[src/hdl/skms_pkg.sv]
// shared types, codes and helpers for the stable k-way merge selector
// no dependencies; used by skms_ctrl, skms_dpath and the top level
`timescale 1ns / 1ps

package skms_pkg;

	// action codes carried in the input tuser
	localparam logic [1:0] ACT_WRITE   = 2'd0;
	localparam logic [1:0] ACT_LOAD    = 2'd1;
	localparam logic [1:0] ACT_EXHAUST = 2'd2;
	localparam logic [1:0] ACT_SELECT  = 2'd3;

	// artist, album, title, filename
	localparam int KEY_COUNT = 4;

	localparam logic [7:0] CHAR_UP_A = 8'h41;
	localparam logic [7:0] CHAR_UP_Z = 8'h5A;
	localparam logic [7:0] CHAR_LO_A = 8'h61;

	// stream widths
	localparam int IN_DATA_W  = 24;
	localparam int IN_USER_W  = 2;
	localparam int OUT_DATA_W = 8;
	localparam int OUT_USER_W = 1;

	typedef enum logic [2:0] {
		ST_IDLE,
		ST_SCAN,
		ST_READ,
		ST_CMP,
		ST_DONE
	} state_t;

	// controller to datapath
	typedef struct packed {
		logic in_ready;
		logic scan_init;
		logic scan_step;
		logic take_best;
		logic cmp_init;
		logic byte_step;
		logic key_step;
		logic out_load;
	} cmd_t;

	// datapath to controller
	typedef struct packed {
		logic in_select;
		logic cand_loaded;
		logic cand_last;
		logic found;
		logic cand_less;
		logic cand_greater;
		logic str_end;
		logic idx_last;
		logic key_last;
		logic out_free;
	} status_t;

	// ascii upper case folded to lower case
	function automatic logic [7:0] fold_case(input logic [7:0] c);
		logic [7:0] r;
		r = c;
		if (c >= CHAR_UP_A && c <= CHAR_UP_Z) begin
			r = c + (CHAR_LO_A - CHAR_UP_A);
		end
		return r;
	endfunction

endpackage

[src/hdl/skms_ctrl.sv]
// controller for the merge selector: scan of sources and byte-wise compare sequencing
// depends on skms_pkg; drives skms_dpath through cmd_t and reads status_t
`timescale 1ns / 1ps

module skms_ctrl (
	input  logic              clk,
	input  logic              arst_n,
	input  skms_pkg::status_t sts,
	output skms_pkg::cmd_t    cmd
);

	skms_pkg::state_t state_q;
	skms_pkg::state_t state_nxt;

	always_ff @(posedge clk or negedge arst_n) begin
		if (!arst_n) begin
			state_q <= skms_pkg::ST_IDLE;
		end else begin
			state_q <= state_nxt;
		end
	end

	always_comb begin
		state_nxt = state_q;
		cmd       = '0;
		case (state_q)
			skms_pkg::ST_IDLE: begin
				cmd.in_ready = 1'b1;
				if (sts.in_select) begin
					cmd.scan_init = 1'b1;
					state_nxt     = skms_pkg::ST_SCAN;
				end
			end
			skms_pkg::ST_SCAN: begin
				if (sts.cand_loaded && sts.found) begin
					cmd.cmp_init = 1'b1;
					state_nxt    = skms_pkg::ST_READ;
				end else begin
					// first loaded head becomes best outright
					cmd.take_best = sts.cand_loaded;
					if (sts.cand_last) begin
						state_nxt = skms_pkg::ST_DONE;
					end else begin
						cmd.scan_step = 1'b1;
					end
				end
			end
			skms_pkg::ST_READ: begin
				state_nxt = skms_pkg::ST_CMP;
			end
			skms_pkg::ST_CMP: begin
				if (sts.cand_less || sts.cand_greater) begin
					cmd.take_best = sts.cand_less;
					if (sts.cand_last) begin
						state_nxt = skms_pkg::ST_DONE;
					end else begin
						cmd.scan_step = 1'b1;
						state_nxt     = skms_pkg::ST_SCAN;
					end
				end else if (sts.str_end || sts.idx_last) begin
					if (sts.key_last) begin
						// equal heads: the lower number stays best
						if (sts.cand_last) begin
							state_nxt = skms_pkg::ST_DONE;
						end else begin
							cmd.scan_step = 1'b1;
							state_nxt     = skms_pkg::ST_SCAN;
						end
					end else begin
						cmd.key_step = 1'b1;
						state_nxt    = skms_pkg::ST_READ;
					end
				end else begin
					cmd.byte_step = 1'b1;
					state_nxt     = skms_pkg::ST_READ;
				end
			end
			skms_pkg::ST_DONE: begin
				if (sts.out_free) begin
					cmd.out_load = 1'b1;
					state_nxt    = skms_pkg::ST_IDLE;
				end
			end
			default: begin
				state_nxt = skms_pkg::ST_IDLE;
			end
		endcase
	end

endmodule

[config.mk]
export PLATFORM = sky130hd
export DESIGN_NAME = skms_ctrl
export DESIGN_NICKNAME = d
export VERILOG_FILES = /design/src/hdl/skms_pkg.sv /design/src/hdl/skms_ctrl.sv
export SDC_FILE = /design/constraint.sdc
export NUM_CORES = 1
export LEC_CHECK = 0
export BUFFER_PORTS_ARGS = -buffer_cell sky130_fd_sc_hd__buf_4
export CAP_MARGIN = 20
export CORE_AREA = 2 2 39 41
export CTS_CLUSTER_DIAMETER = 150
export CTS_CLUSTER_SIZE = 16
export DETAILED_ROUTE_END_ITERATION = 16
export DIE_AREA = 0 0 41 43
export GPL_ROUTABILITY_DRIVEN = 0
export PLACE_DENSITY = 0.6
export SYNTH_ARGS = -nofsm -noshare
export SYNTH_HDL_FRONTEND = slang
export SYNTH_SLANG_ARGS = --single-unit
[constraint.sdc]
create_clock -name clk -period 1.3 [get_ports clk]
set_input_delay 0.065 -clock clk [delete_from_list [all_inputs] [get_ports clk]]
set_output_delay 0.065 -clock clk [all_outputs]
set_load 0.01 [all_outputs]
## Yosys cells after proc, flatten, opt, wreduce, memory -nomap -nowiden

Cells that the tools add are included.

- Reductions and logical operators: 5
- Equality and inequality tests: 7
- Mux-type cells: 27

Operators with widths:

| operator | count |
|---|---|
| $mux W3 | 8 |
| $pmux W3 S5 | 1 |
| $mux W1 | 13 |
| $mux W2 | 4 |
| $eq A3 B2 Y1 const B | 2 |
| $ne A2 B2 Y1 const B | 2 |
| $pmux W2 S2 | 1 |
| $eq A3 B1 Y1 const B | 1 |
| $eq A3 B3 Y1 const B | 1 |
| $logic_not A3 Y1 | 1 |
| $ne A3 B3 Y1 const B | 1 |
| $reduce_and A3 Y1 | 1 |
| $logic_or A1 B1 Y1 | 2 |
| $logic_and A1 B1 Y1 | 1 |

- Input bits: 12
- Output and inout bits: 8
- Register bits after elaboration: 3
- Word-level logic and storage cells: 40

## Longest topological paths before layout

- Depth after elaboration: 5
- Depth in mapped cells: 5
- Mapped depth without buffers: 4

## Worst setup path after synthesis

Ideal clock, no wire load.

- Path kind: register to output
- Start: reg state_q[1]
- End: out cmd[6] (netlist name)
- Required time: 1.235 ns
- Arrival: 1.192 ns
- Stages on the path, launching flop included: 4
- Path buffers: 1
- Setup slack: 0.043 ns
- Cells stage by stage: dfrtp_1 buf_4 nor3_1 and2_1

RTL lines:

| item | RTL line | source |
|---|---|---|
| start: declaration | skms_ctrl.sv:12 | `skms_pkg::state_t state_q;` |
| start signal: assignment | skms_ctrl.sv:17 | `state_q <= skms_pkg::ST_IDLE;` |
| start signal: assignment | skms_ctrl.sv:19 | `state_q <= state_nxt;` |
| end: declaration | skms_ctrl.sv:9 | `output skms_pkg::cmd_t cmd` |

==> impl_results.md <==
* R2R setup slack at -0.04 ns
* Dpl ws at 0.06130 ns
* Routed Wire Length at 1067 µm
* Total die area at 0.001763 mm²
* Final setup margin at -0.09707 ns
* Initial core utilization at 0.2423
* Max Cap Violations at 0
* Diode count at 0
* Synth top cells by count: 8 x nor2_1, 5 x nor3_1, 3 x dfrtp_1, 3 x nand2_1
* Grt ovf at 0
* Clock transition at path regs at 0.04 ns
* Worst-Margin Slew at 0.2879 ns
* Routed length per placed instance at 11.86 µm
* Root Buffer: clkbuf_4
* Placed Area at 540.5 µm²
* Mapped Nets at 55
* Count leader, synth: nor2_1
* FMAX at 715.8 MHz
* Yosys cell types at 23
* Detailed placement HPWL at 730 µm
* Synth warnings at 0
* Critical Path Start Type: register
* Largest cells by area after synthesis: dfrtp_1 22%, nor2_1 9.0%, a2111oi_4 8.2%
* RR Startpoint: state_q[2]$_DFFE_PN0P_
* Post-route antenna net violation count at 0
* Crit. End Element: output port
* Routed vias/inst at 4.856
* Hold Slack at 0.1576 ns
* Setup Viol. Count Final at 5
* Pwr Density at 1738 mW/mm²
* Area delta synth->final at 101.9%
* Hold Fails Final Rpt at 0
* Prevailing post-synth register cell: dfrtp_1
* CTS tree: yes
* Fin cells at 90
* Final instance area at 676.9 µm²
* DRT iter0 DRCs at 2
* All-Layer GR Usage at 0.1288
* Synth Area per Inst at 7.798 µm²
* Max VDD drop at 0.0009786 V
* Post-Place Cells at 82
* Die height at 43 µm
* Crit-path max FO at 7
* Run status: complete, but fails checks
* Reg2Reg Depth at 5
* Static Leak at 0.2916 nW
* RSZ-0062 raised after global routing: true
* EDFF count, synth at 0
* Critical Path AT at 1.33 ns
* Area leader, netlist: dfrtp_1
* CTS max path bufs at 2
* Synthesized area at 335.3 µm²
* Pin count of the biggest net entering global routing at 8
* Num ports at 20
* Synth top area share at 0.2239
* Max transition margin at 0.8080
* TritonCTS buffer count at 3
* Initial antenna violation count at 0
* Async S/R FF share, synth at 1.000
* Failing checks: setup timing
* Detailed-route via count at 437
* Site Rows at 14
* Cells after synthesis at 43
* Flops & latches, synth at 3
* First-pass GRT wire length at 1587 µm
* Critical Path RT at 1.24 ns
* Worst Skew at 0.003022 ns
* Max reg flops at 3
* Clk Latency, worst-skew pair at 0.23 ns
* DIE WIDTH at 41 µm
* Share of layout cells above drive strength 1 at 0.6622
* Biggest register: state_q
* Clock sink total at 3
* Final Net Count at 87
* Core area at 0.001384 mm²
* Port bufs at 19
* # DRC at 0
* Sequential fraction of the synthesis area at 0.2239
* Fin crit period at 1.397 ns
* Final core utilization at 0.4892
* Vias in the first global route at 394
* DRT Pass-1 Iters at 2
* Tcrit/Tclk final at 1.075
* Max-slew violations at 0
* CP Class: register to output port
* Worst R2R End: state_q[1]$_DFFE_PN0P_
* TNS Setup at -0.2764 ns
* Top Registers: state_q x3
* Total power at 1.177 mW
* CTS H-tree depth at 1
* HP Class: input port to async pin
worst max-delay path, stage by stage (launching register included):
cell and delay, ns:
dfrtp_2 0.47, buf_6 0.15, a2111oi_4 0.31, buf_4 0.18
cell families (layout without fill, tap and decap cells):
kind of cell	Yosys count	in the layout	synth area share
AND/OR/NAND/NOR	26	26	0.4254
AO/OA/AOI/OAI	11	11	0.2948
flip-flops	3	3	0.2239
buffers and inverters	3	34	0.05595
report_power, final:
group / switching, mW / leakage (nW) / internal [mW]
logic: 0.345 / 0.242 / 0.464
registers: 0.0736 / 0.0350 / 0.135
clock network: 0.0447 / 0.0150 / 0.115
total: 0.463 / 0.292 / 0.714
how the worst max path moves through the flow:
stage | startpoint | end
6_report | state_q[1]$_DFFE_PN0P_ | cmd[5]
5_1_grt | state_q[1]$_DFFE_PN0P_ | cmd[5]
4_1_cts | state_q[1]$_DFFE_PN0P_ | cmd[5]
3_5_place_dp | state_q[0]$_DFFE_PN0P_ | state_q[1]$_DFFE_PN0P_
3_3_place_gp | state_q[1]$_DFFE_PN0P_ | cmd[6]
2_1_floorplan | state_q[1]$_DFFE_PN0P_ | cmd[6]
layer usage:
| layer | up-vias | track usage | routed length, µm | part of all wire |
|---|---|---|---|---|
| li1 | 222 | - | - | - |
| met1 | 199 | 0.1586 | 399 | 0.37 |
| met2 | 16 | 0.1969 | 572 | 0.54 |
| met3 | 0 | 0.02094 | 94 | 0.088 |
| met4 | 0 | 0.08000 | 0 | 0 |
| met5 | - | 0 | 0 | 0 |
cell usage in the layout, fill, tap and decap left out, drive strengths merged, types with 2 or more instances in the layout:
cell type	Yosys	layout
nand2	3	3
nand3	2	2
nor3	6	6
a22oi	2	2
and2	2	2
nor2b	2	2
buf	2	28
clkbuf	0	4
a21oi	2	2
nor2	8	8
dfrtp	3	3
area by class of cell:
cell class	instances	area [µm²]
well taps	16	20.02
repair buffers	29	236.5
inverters	1	3.754
clock buffers	4	26.28
fillers	141	706.9
flip-flops and latches	3	78.83
multi-input cells	37	311.5
repair_timing:
item | in CTS | in global routing
cloned | 0 | 0
resized for setup | 7 | 11
buffers inserted | 3 | 0
hold endpoints to repair | 3 | 0
hold buffers | 1 | 0
pin swaps | 1 | 5
endpoints found under the setup margin | 7 | 10
Power figures use the tool's default switching activity.
